**src/multipath_path_selector_top_defines.svh**
```systemverilog
// assertion macros for the multipath path selector
// used by the top level, no other dependencies
`ifndef MULTIPATH_PATH_SELECTOR_TOP_DEFINES_SVH
`define MULTIPATH_PATH_SELECTOR_TOP_DEFINES_SVH
`ifndef SYNTHESIS
`define MPS_ASSERT(lbl, prop, msg) \
  lbl: assert property (@(posedge clk_i) disable iff (!rst_ni) prop) else $error(msg);
`define MPS_ASSERT_ALWAYS(lbl, prop, msg) \
  lbl: assert property (@(posedge clk_i) prop) else $error(msg);
`else
`define MPS_ASSERT(lbl, prop, msg)
`define MPS_ASSERT_ALWAYS(lbl, prop, msg)
`endif
`endif

```
**src/mps_pkg.sv**
```systemverilog
// types and constants of the multipath path selector
// no dependencies
package mps_pkg;

  typedef enum logic [1:0] {
    ACT_ADD    = 2'd0,
    ACT_REMOVE = 2'd1,
    ACT_UPDATE = 2'd2,
    ACT_SELECT = 2'd3
  } action_e;

  typedef enum logic [1:0] {
    STRAT_RR    = 2'd0,
    STRAT_RTT   = 2'd1,
    STRAT_LOSS  = 2'd2,
    STRAT_ADAPT = 2'd3
  } strategy_e;

  typedef enum logic [2:0] {
    ST_OK        = 3'd0,
    ST_PRESENT   = 3'd1,
    ST_FULL      = 3'd2,
    ST_NOT_FOUND = 3'd3,
    ST_NO_ACTIVE = 3'd4
  } status_e;

  typedef enum logic [3:0] {
    S_IDLE,
    S_FIND_RD,
    S_FIND_CHK,
    S_MISS,
    S_SHIFT_RD,
    S_SHIFT_WR,
    S_MOD,
    S_RR_RD,
    S_RR_CHK,
    S_MIN_RD,
    S_MIN_MET,
    S_MIN_CMP,
    S_DONE
  } state_e;

  localparam int unsigned MET_W      = 37;
  localparam int unsigned LOSS_SCALE = 10;
  localparam int unsigned SCORE_ONE  = 65536;

  typedef struct packed {
    logic [1:0]  action;
    logic [31:0] ip_addr;
    logic [15:0] port_number;
    logic [15:0] rtt_value;
    logic [15:0] loss_value;
    logic        active_flag;
    logic [1:0]  strategy;
  } in_item_t;

  typedef struct packed {
    logic [2:0]  status;
    logic [3:0]  sel_index;
    logic [31:0] sel_ip;
    logic [15:0] sel_port;
    logic [4:0]  entry_count;
    logic        any_active;
  } out_item_t;

  typedef struct packed {
    logic [31:0] ip;
    logic [15:0] port;
    logic [15:0] rtt;
    logic [15:0] loss;
    logic        active;
  } entry_t;

  // selection metric, adaptive is rtt * (1 + 10*loss) in q16
  function automatic logic [MET_W-1:0] metric(entry_t e, logic [1:0] strat);
    logic [20:0] scale;
    logic [MET_W-1:0] res;
    scale = 21'(SCORE_ONE) + 21'(e.loss) * 21'(LOSS_SCALE);
    unique case (strat)
      STRAT_RTT:  res = MET_W'(e.rtt);
      STRAT_LOSS: res = MET_W'(e.loss);
      default:    res = MET_W'(e.rtt) * MET_W'(scale);
    endcase
    return res;
  endfunction

endpackage

```
**src/mps_ifs.sv**
```systemverilog
// valid/ready channel interfaces of the multipath path selector
// depends on mps_pkg
interface mps_in_if;
  logic             valid;
  logic             ready;
  mps_pkg::in_item_t data;
  modport source (output valid, output data, input ready);
  modport sink   (input valid, input data, output ready);
endinterface

interface mps_out_if;
  logic              valid;
  logic              ready;
  mps_pkg::out_item_t data;
  modport source (output valid, output data, input ready);
  modport sink   (input valid, input data, output ready);
endinterface

```
**src/mps_mod_unit.sv**
```systemverilog
// bit-serial remainder of a 32-bit counter by the path count
// standalone, one quotient bit per cycle
module mps_mod_unit #(
  parameter int unsigned CNT_W = 5
) (
  input  logic             clk_i,
  input  logic             rst_ni,
  input  logic             start_i,
  input  logic [31:0]      dividend_i,
  input  logic [CNT_W-1:0] divisor_i,
  output logic             done_o,
  output logic [CNT_W-1:0] rem_o
);

  logic [31:0]    sh_q, sh_d;
  logic [CNT_W:0] rem_q, rem_d;
  logic [5:0]     cnt_q, cnt_d;
  logic           busy_q, busy_d;
  logic           done_q, done_d;
  logic [CNT_W:0] trial;

  assign trial = {rem_q[CNT_W-1:0], sh_q[31]};

  always_comb begin
    sh_d   = sh_q;
    rem_d  = rem_q;
    cnt_d  = cnt_q;
    busy_d = busy_q;
    done_d = 1'b0;
    if (start_i) begin
      sh_d   = dividend_i;
      rem_d  = '0;
      cnt_d  = 6'd32;
      busy_d = 1'b1;
    end else if (busy_q) begin
      sh_d  = {sh_q[30:0], 1'b0};
      rem_d = (trial >= {1'b0, divisor_i}) ? trial - {1'b0, divisor_i} : trial;
      cnt_d = cnt_q - 6'd1;
      if (cnt_q == 6'd1) begin
        busy_d = 1'b0;
        done_d = 1'b1;
      end
    end
  end

  always_ff @(posedge clk_i or negedge rst_ni) begin
    if (!rst_ni) begin
      busy_q <= 1'b0;
      done_q <= 1'b0;
      cnt_q  <= '0;
    end else begin
      busy_q <= busy_d;
      done_q <= done_d;
      cnt_q  <= cnt_d;
    end
  end

  always_ff @(posedge clk_i) begin
    sh_q  <= sh_d;
    rem_q <= rem_d;
  end

  assign done_o = done_q;
  assign rem_o  = rem_q[CNT_W-1:0];

endmodule

```
**src/multipath_path_selector_top.sv**
```systemverilog
// top level of the multipath path selector
// depends on mps_pkg, mps_ifs, mps_mod_unit and the assertion header
`include "multipath_path_selector_top_defines.svh"

// Path table of up to MAX_PATHS entries (ip, port, rtt, loss, active) kept in
// one single-port-read memory, walked one entry at a time by a small
// sequencer. One item is taken at a time: in_i.ready is high only while the
// sequencer is idle, and a finished result sits in an output register, so
// the next item may be taken while that result still waits for its transfer.
// Add, update and remove scan for the key; a miss adds the path or reports
// full or not found, and a remove then moves each later entry down a place.
// Select lowest rtt, lowest loss or adaptive scans every stored path; round
// robin takes the rotation counter modulo the path count (one bit per cycle
// in the serial remainder unit), then examines entries from there until an
// active one. A select with no active path goes straight to the result. The
// memory read port, one entry per read with a registered read, sets the scan
// pace. No clearing pass: only entries below the path count are ever read.
// The adaptive score rtt*(65536+10*loss) is registered, then compared in the next state.
module multipath_path_selector_top #(
  parameter int unsigned MAX_PATHS = 16
) (
  input  logic        clk_i,
  input  logic        rst_ni,
  mps_in_if.sink      in_i,
  mps_out_if.source   out_o
);

  localparam int unsigned IDX_W = $clog2(MAX_PATHS);
  localparam int unsigned CNT_W = $clog2(MAX_PATHS + 1);

  // path table
  mps_pkg::entry_t mem_q [MAX_PATHS];
  mps_pkg::entry_t rd_q;
  mps_pkg::entry_t mem_wdata;
  logic [IDX_W-1:0] mem_waddr, mem_raddr;
  logic             mem_we;

  mps_pkg::state_e  state_q, state_d;
  mps_pkg::in_item_t item_q, item_d;
  mps_pkg::status_e status_q, status_d;
  logic [CNT_W-1:0] idx_q, idx_d;
  logic [CNT_W-1:0] total_q, total_d;
  logic [CNT_W-1:0] act_cnt_q, act_cnt_d;
  logic [31:0]      rr_q, rr_d;
  logic [CNT_W-1:0] best_idx_q, best_idx_d;
  logic [31:0]      sel_ip_q, sel_ip_d;
  logic [15:0]      sel_port_q, sel_port_d;
  logic [mps_pkg::MET_W-1:0] met_q, met_d, best_met_q, best_met_d;
  logic             found_q, found_d;
  logic             out_valid_q, out_valid_d;
  mps_pkg::out_item_t out_q, out_d;

  logic             in_xfer, out_free, key_hit, last_entry, sel_empty;
  logic             mod_start, mod_done;
  logic [CNT_W-1:0] mod_rem, idx_inc;
  logic [31:0]      best_idx_w, total_w;

  assign in_xfer    = in_i.valid && in_i.ready;
  assign out_free   = !out_valid_q || out_o.ready;
  assign key_hit    = (rd_q.ip == item_q.ip_addr) && (rd_q.port == item_q.port_number);
  assign idx_inc    = idx_q + CNT_W'(1);
  assign last_entry = (idx_inc == total_q);
  assign sel_empty  = (total_q == '0) || (act_cnt_q == '0);

  mps_mod_unit #(
    .CNT_W(CNT_W)
  ) u_mod (
    .clk_i      (clk_i),
    .rst_ni     (rst_ni),
    .start_i    (mod_start),
    .dividend_i (rr_q),
    .divisor_i  (total_q),
    .done_o     (mod_done),
    .rem_o      (mod_rem)
  );

  assign mod_start = in_xfer && (in_i.data.action == mps_pkg::ACT_SELECT)
                  && (in_i.data.strategy == mps_pkg::STRAT_RR) && !sel_empty;

  // next state
  always_comb begin
    state_d = state_q;
    unique case (state_q)
      mps_pkg::S_IDLE: begin
        if (in_xfer) begin
          if (in_i.data.action == mps_pkg::ACT_SELECT) begin
            if (sel_empty) state_d = mps_pkg::S_DONE;
            else if (in_i.data.strategy == mps_pkg::STRAT_RR) state_d = mps_pkg::S_MOD;
            else state_d = mps_pkg::S_MIN_RD;
          end else if (total_q == '0) begin
            state_d = mps_pkg::S_MISS;
          end else begin
            state_d = mps_pkg::S_FIND_RD;
          end
        end
      end
      mps_pkg::S_FIND_RD: state_d = mps_pkg::S_FIND_CHK;
      mps_pkg::S_FIND_CHK: begin
        if (key_hit) begin
          if (item_q.action == mps_pkg::ACT_REMOVE && !last_entry) begin
            state_d = mps_pkg::S_SHIFT_RD;
          end else begin
            state_d = mps_pkg::S_DONE;
          end
        end else if (last_entry) begin
          state_d = mps_pkg::S_MISS;
        end else begin
          state_d = mps_pkg::S_FIND_RD;
        end
      end
      mps_pkg::S_MISS:     state_d = mps_pkg::S_DONE;
      mps_pkg::S_SHIFT_RD: state_d = mps_pkg::S_SHIFT_WR;
      mps_pkg::S_SHIFT_WR: begin
        state_d = ((idx_inc + CNT_W'(1)) == total_q) ? mps_pkg::S_DONE
                                                      : mps_pkg::S_SHIFT_RD;
      end
      mps_pkg::S_MOD:    if (mod_done) state_d = mps_pkg::S_RR_RD;
      mps_pkg::S_RR_RD:  state_d = mps_pkg::S_RR_CHK;
      mps_pkg::S_RR_CHK: state_d = rd_q.active ? mps_pkg::S_DONE : mps_pkg::S_RR_RD;
      mps_pkg::S_MIN_RD:  state_d = mps_pkg::S_MIN_MET;
      mps_pkg::S_MIN_MET: state_d = mps_pkg::S_MIN_CMP;
      mps_pkg::S_MIN_CMP: state_d = last_entry ? mps_pkg::S_DONE : mps_pkg::S_MIN_RD;
      mps_pkg::S_DONE:    if (out_free) state_d = mps_pkg::S_IDLE;
      default:            state_d = mps_pkg::S_IDLE;
    endcase
  end

  assign total_w    = 32'(total_q);
  assign best_idx_w = 32'(best_idx_q);

  // datapath and table writes
  always_comb begin
    item_d      = item_q;
    status_d    = status_q;
    idx_d       = idx_q;
    total_d     = total_q;
    act_cnt_d   = act_cnt_q;
    rr_d        = rr_q;
    best_idx_d  = best_idx_q;
    sel_ip_d    = sel_ip_q;
    sel_port_d  = sel_port_q;
    met_d       = met_q;
    best_met_d  = best_met_q;
    found_d     = found_q;
    out_d       = out_q;
    out_valid_d = out_valid_q && !out_o.ready;
    mem_we      = 1'b0;
    mem_waddr   = idx_q[IDX_W-1:0];
    mem_wdata   = rd_q;
    mem_raddr   = idx_q[IDX_W-1:0];
    unique case (state_q)
      mps_pkg::S_IDLE: begin
        if (in_xfer) begin
          item_d     = in_i.data;
          idx_d      = '0;
          found_d    = 1'b0;
          best_idx_d = '0;
          sel_ip_d   = '0;
          sel_port_d = '0;
          status_d   = (in_i.data.action == mps_pkg::ACT_SELECT && sel_empty)
                       ? mps_pkg::ST_NO_ACTIVE : mps_pkg::ST_OK;
        end
      end
      mps_pkg::S_FIND_CHK: begin
        if (key_hit) begin
          unique case (item_q.action)
            mps_pkg::ACT_ADD: status_d = mps_pkg::ST_PRESENT;
            mps_pkg::ACT_UPDATE: begin
              mem_we         = 1'b1;
              mem_wdata.rtt  = item_q.rtt_value;
              mem_wdata.loss = item_q.loss_value;
              mem_wdata.active = item_q.active_flag;
              act_cnt_d = act_cnt_q - CNT_W'(rd_q.active) + CNT_W'(item_q.active_flag);
            end
            default: begin
              // remove: drop the count now, compaction follows if needed
              act_cnt_d = act_cnt_q - CNT_W'(rd_q.active);
              if (last_entry) total_d = total_q - CNT_W'(1);
            end
          endcase
        end else if (!last_entry) begin
          idx_d = idx_inc;
        end
      end
      mps_pkg::S_MISS: begin
        if (item_q.action == mps_pkg::ACT_ADD) begin
          if (total_q >= CNT_W'(MAX_PATHS)) begin
            status_d = mps_pkg::ST_FULL;
          end else begin
            mem_we    = 1'b1;
            mem_waddr = total_q[IDX_W-1:0];
            mem_wdata = '{ip: item_q.ip_addr, port: item_q.port_number,
                          rtt: '0, loss: '0, active: 1'b1};
            total_d   = total_q + CNT_W'(1);
            act_cnt_d = act_cnt_q + CNT_W'(1);
          end
        end else begin
          status_d = mps_pkg::ST_NOT_FOUND;
        end
      end
      mps_pkg::S_SHIFT_RD: mem_raddr = idx_inc[IDX_W-1:0];
      mps_pkg::S_SHIFT_WR: begin
        mem_we = 1'b1;
        idx_d  = idx_inc;
        if ((idx_inc + CNT_W'(1)) == total_q) total_d = total_q - CNT_W'(1);
      end
      mps_pkg::S_MOD: if (mod_done) idx_d = mod_rem;
      mps_pkg::S_RR_CHK: begin
        rr_d = rr_q + 32'd1;
        if (rd_q.active) begin
          best_idx_d = idx_q;
          sel_ip_d   = rd_q.ip;
          sel_port_d = rd_q.port;
        end else begin
          // counter wrapping to zero restarts the scan at the first entry
          idx_d = (last_entry || (rr_q == '1)) ? '0 : idx_inc;
        end
      end
      mps_pkg::S_MIN_MET: met_d = mps_pkg::metric(rd_q, item_q.strategy);
      mps_pkg::S_MIN_CMP: begin
        // strict less keeps the first minimum
        if (rd_q.active && (!found_q || met_q < best_met_q)) begin
          found_d    = 1'b1;
          best_met_d = met_q;
          best_idx_d = idx_q;
          sel_ip_d   = rd_q.ip;
          sel_port_d = rd_q.port;
        end
        if (!last_entry) idx_d = idx_inc;
      end
      mps_pkg::S_DONE: begin
        if (out_free) begin
          out_valid_d       = 1'b1;
          out_d.status      = status_q;
          out_d.sel_index   = best_idx_w[3:0];
          out_d.sel_ip      = sel_ip_q;
          out_d.sel_port    = sel_port_q;
          out_d.entry_count = total_w[4:0];
          out_d.any_active  = (act_cnt_q != '0);
        end
      end
      default: ;
    endcase
  end

  always_ff @(posedge clk_i) begin
    if (mem_we) mem_q[mem_waddr] <= mem_wdata;
    rd_q <= mem_q[mem_raddr];
  end

  always_ff @(posedge clk_i or negedge rst_ni) begin
    if (!rst_ni) begin
      state_q     <= mps_pkg::S_IDLE;
      total_q     <= '0;
      act_cnt_q   <= '0;
      rr_q        <= '0;
      out_valid_q <= 1'b0;
    end else begin
      state_q     <= state_d;
      total_q     <= total_d;
      act_cnt_q   <= act_cnt_d;
      rr_q        <= rr_d;
      out_valid_q <= out_valid_d;
    end
  end

  always_ff @(posedge clk_i) begin
    item_q     <= item_d;
    status_q   <= status_d;
    idx_q      <= idx_d;
    best_idx_q <= best_idx_d;
    sel_ip_q   <= sel_ip_d;
    sel_port_q <= sel_port_d;
    met_q      <= met_d;
    best_met_q <= best_met_d;
    found_q    <= found_d;
    out_q      <= out_d;
  end

  assign in_i.ready  = (state_q == mps_pkg::S_IDLE);
  assign out_o.valid = out_valid_q;
  assign out_o.data  = out_q;

  // table bookkeeping stays consistent
  `MPS_ASSERT(a_total_bound, total_q <= CNT_W'(MAX_PATHS), "path count above table size")
  `MPS_ASSERT(a_active_bound, act_cnt_q <= total_q, "active count above path count")
  // a failed or non-select item carries no selection
  `MPS_ASSERT(a_sel_zero,
    out_o.valid && out_o.data.status != mps_pkg::ST_OK |->
      out_o.data.sel_ip == '0 && out_o.data.sel_index == '0,
    "selection fields set on failure")
  // result register loads exactly when the sequencer leaves its last state
  `MPS_ASSERT(a_done_load,
    state_q == mps_pkg::S_DONE && out_free |=> out_valid_q && state_q == mps_pkg::S_IDLE,
    "result not loaded")

endmodule

```
**src/flat_wrapper.sv**
```systemverilog
// flat-port wrapper written by rule: the top's interface ports become plain ports
module multipath_path_selector_top_flat 
#(
  parameter int unsigned MAX_PATHS = 16
)
  (clk_i, rst_ni, in_i_valid, in_i_data, in_i_ready, out_o_valid, out_o_data, out_o_ready);
  mps_in_if in_i_i ();
  mps_out_if out_o_i ();
  input  logic clk_i;
  input  logic rst_ni;
  input wire logic [$bits(in_i_i.valid)-1:0] in_i_valid;
  input wire logic [$bits(in_i_i.data)-1:0] in_i_data;
  output wire logic [$bits(in_i_i.ready)-1:0] in_i_ready;
  output wire logic [$bits(out_o_i.valid)-1:0] out_o_valid;
  output wire logic [$bits(out_o_i.data)-1:0] out_o_data;
  input wire logic [$bits(out_o_i.ready)-1:0] out_o_ready;
  assign in_i_i.valid = in_i_valid;
  assign in_i_i.data = in_i_data;
  assign in_i_ready = in_i_i.ready;
  assign out_o_valid = out_o_i.valid;
  assign out_o_data = out_o_i.data;
  assign out_o_i.ready = out_o_ready;
  multipath_path_selector_top #(.MAX_PATHS(MAX_PATHS)) u_core (.clk_i(clk_i), .rst_ni(rst_ni), .in_i(in_i_i), .out_o(out_o_i));
endmodule
```
**config.mk**
```make
export PLATFORM = sky130hd
export DESIGN_NAME = multipath_path_selector_top_flat
export DESIGN_NICKNAME = d
export VERILOG_FILES = /design/src/mps_pkg.sv /design/src/mps_ifs.sv /design/src/mps_mod_unit.sv /design/src/multipath_path_selector_top.sv /design/src/flat_wrapper.sv
export VERILOG_INCLUDE_DIRS = /design/src /design/src/src
export SDC_FILE = /design/constraint.sdc
export NUM_CORES = 2
export LEC_CHECK = 0
export BUFFER_PORTS_ARGS = -buffer_cell sky130_fd_sc_hd__buf_2
export CORE_AREA = 2 2 401 403
export CTS_BUF_LIST = sky130_fd_sc_hd__clkbuf_16
export DETAILED_ROUTE_END_ITERATION = 10
export DIE_AREA = 0 0 403 405
export PLACE_DENSITY = 0.68
export SYNTH_ARGS = -nofsm -noshare
export SYNTH_HDL_FRONTEND = slang
export SYNTH_HIERARCHICAL = 1
export SYNTH_SLANG_ARGS = --single-unit
```
**constraint.sdc**
```tcl
create_clock -name clk_i -period 8.48 [get_ports clk_i]
set_input_delay 1.272 -clock clk_i [delete_from_list [all_inputs] [get_ports clk_i]]
set_output_delay 1.272 -clock clk_i [all_outputs]
set_load 0.01 [all_outputs]
```
==> flow_metrics.py <==
metrics = {
    "detailed_routing": {
        "wirelength_um": 185000,
        "wl_met2_um": 88200,
        "drc": 0,
        "ant_nets": 0,
        "wl_met1_um": 77600,
        "top_layer": "met5",
        "routed_via_density": 5.89,
        "wl_met3_um": 14300,
        "via_count": 41400,
        "drtIter0Drc": 3958,
        "first_pass_iters": 6,
        "post_drt_wl_per_cell_um": 26.3,
    },
    "global_routing": {
        "grt_overflow": 0,
        "grt_max_degree": 118,
        "grt_pass1_wl_um": 277000,
        "antenna_found_initial": 5,
        "grt_pass1_vias": 42200,
        "track_usage_pct": 23.0,
    },
    "sta": {
        "slew-limit-headroom_pct": 27.3,
        "max_freq_mhz": 122,
        "final-setup-viol-count": 0,
        "report.final.hold_viol_count": 0,
        "setup_slack_ps": 264,
        "finalCritPeriodShare_pct": 96.9,
        "worst_pin_slew_ps": 1090,
        "fin_skew_ps": 36.6,
        "post-route-min-period_ps": 8220,
        "report.final.slew_viol_count": 0,
        "rsz0062_at_grt": "true",
    },
    "logic_synthesis": {
        "synthTopCellsByCount": "edfxtp_1, mux4_2, nand2_1",
        "ys.warnings.count": 6,
        "syn_area_um2": 78900,
        "synthTopCellsByArea": "edfxtp_1, mux4_2, fa_1",
        "synthCells": 4586,
        "yosys_register_bits": 1750,
        "async_reset_ff_share_pct": 3.14,
        "synth.most_common_cell": "edfxtp_1",
        "synth_cell_types": 87,
        "synth_top_area_share_pct": 61.3,
        "syn_nets": 5124,
        "postSynthAreaPerCell_um2": 17.2,
        "yosysSeqAreaShare_pct": 65.2,
        "synth-main-ff-cell": "edfxtp_1",
        "synth_edf_count": 1609,
        "synth.largest_area_cell": "edfxtp_1",
    },
    "clock_network": {
        "clock_sinks": 1750,
        "h-tree-depth": 4,
        "clk_pin_slew_ps": 60,
        "cts_buffers": 171,
        "clkLatencyLatePin_ps": 810,
        "root_buffer": "clkbuf_16",
        "cts_buffer_depth": 3,
        "cts_tree": "done",
    },
    "status": {
        "status": "finished, final reports clean",
    },
    "layout": {
        "synthToLayoutAreaGrowth_pct": 11.6,
        "fin_util_pct": 55.3,
        "drive_above_1_share_pct": 20.1,
        "final_cells": 7032,
        "finish.instance_area_um2": 88000,
        "nNetsFinal": 5337,
    },
    "floorplanning": {
        "start_util_pct": 49.5,
        "core_um2": 159000,
        "die-area_um2": 163000,
        "fp-row-count": 147,
        "boundaryPins": 152,
        "die_h_um": 405,
        "die_w_um": 403,
    },
    "setup_path": {
        "cp-end-kind": "flop",
        "cp.arrival_ps": 8750,
        "path_delay_family": "adder cells",
        "cp_slowest_stage_delay_ps": 540,
        "cp_common_cell": "fa_1",
        "crit_buf_inv": 6,
        "cp_max_fo": 13,
        "critPathLaunchType": "flop",
        "critPathKind": "reg2reg",
        "required_ps": 9010,
        "cp_slowest_cell": "o211ai_1",
    },
    "place": {
        "place.gp.congestion": 0.904,
        "dp_cells": 6710,
        "place_area_um2": 82400,
        "dpl.hpwl_um": 104000,
        "portBuffers": 151,
        "post-place-ws_ps": 86.1,
    },
    "min_path": {
        "hp-class": "reg2reg",
    },
    "flow_run": {
        "cap_viol_max_count": 0,
    },
}
## cell type report
| type | instances | area [um2] |
|---|---|---|
| antenna | 3 | 7.51 |
| clock buffer | 172 | 4300 |
| clock inverter | 145 | 1120 |
| fill | 12300 | 71200 |
| inverter | 359 | 1350 |
| multi-input combinational | 2277 | 25500 |
| sequential | 1750 | 51400 |
| tap | 2086 | 2610 |
| timing repair buffer | 240 | 1730 |
## metal layers
metal | track usage (%) | up-vias
li1 | - | 17700
met1 | 32.8 | 21800
met2 | 36.5 | 1610
met3 | 4.29 | 278
met4 | 6.43 | 2
met5 | 0 | -
## per-stage QoR
step	setup TNS, ps	hold WS [ps]
2_1_floorplan	0	400
3_3_place_gp	0	404
3_5_place_dp	0	405
4_1_cts	0	417
5_1_grt	-530	428
6_report	0	413
## cell families (layout without fill, tap and decap cells)
kind of cell             count (synthesis)  after routing  share of synthesized area [%]
flip-flops                            1750           1750                           65.2
AND/OR/NAND/NOR                        902            902                           5.64
multiplexers                           451            451                           12.2
AO/OA/AOI/OAI                          331            331                           2.87
buffers and inverters                  559            916                           2.93
other                                    0              3                              0
adder cells (fa/ha/maj)                449            449                           9.53
XOR/XNOR                               144            144                           1.63
## state kept, by name, indices dropped and copies added, names as in the netlist, 6 cells and up
register and count:
u_core/met_q 37, u_core/out_o.data 61, u_core/sel_ip_q 32, u_core/rd_q 81, u_core/mem_q 1296, u_core/rr_q 32
u_core/u_mod/cnt_q 6, u_core/u_mod/sh_q 32, u_core/item_q 85, u_core/sel_port_q 16, u_core/best_met_q 37
## timing repair
action,in CTS,in global routing
endpoints found under the setup margin,0,12
hold buffers,0,0
gates resized for setup,0,29
setup buffers,0,2
## cell usage in the layout, fill, tap and decap left out, drive strengths merged, types with 10 or more instances in the layout
cell type	netlist	routed
a211oi	17	17
a21o	35	35
a21oi	70	70
a221oi	11	11
a22o	33	33
a31oi	15	15
and2	142	142
and3	21	21
buf	87	240
bufinv	0	12
clkbuf	113	172
clkinv	0	70
dfrtp	55	55
dfxtp	86	86
edfxtp	1609	1609
fa	253	253
ha	196	196
inv	359	416
mux2	37	37
mux4	405	405
nand2	400	400
nand2b	25	25
nand3	34	34
nand4	32	32
nor2	106	106
nor2b	66	66
nor3	28	28
nor4	14	14
o211ai	16	16
o21a	10	10
o21ai	65	65
xnor2	113	113
xor2	31	31
## worst paths after layout
kind,slack (ps),depth (start not counted),end,start
setup / recovery,260,30,u_core/met_q[36],u_core/rd_q[4]
hold / removal,410,0,u_core/out_o.data[32],u_core/sel_ip_q[10]
setup reg to reg,260,30,u_core/met_q[36],u_core/rd_q[4]
hold reg to reg,410,0,u_core/out_o.data[32],u_core/sel_ip_q[10]
max in group asynchronous,7340,2,u_core/rr_q[10],rst_ni
min in group asynchronous,620,2,u_core/out_o.valid,rst_ni
Power is not shown: default switching activity piles up to over one toggle a cycle in this logic, so the estimate is an artifact.
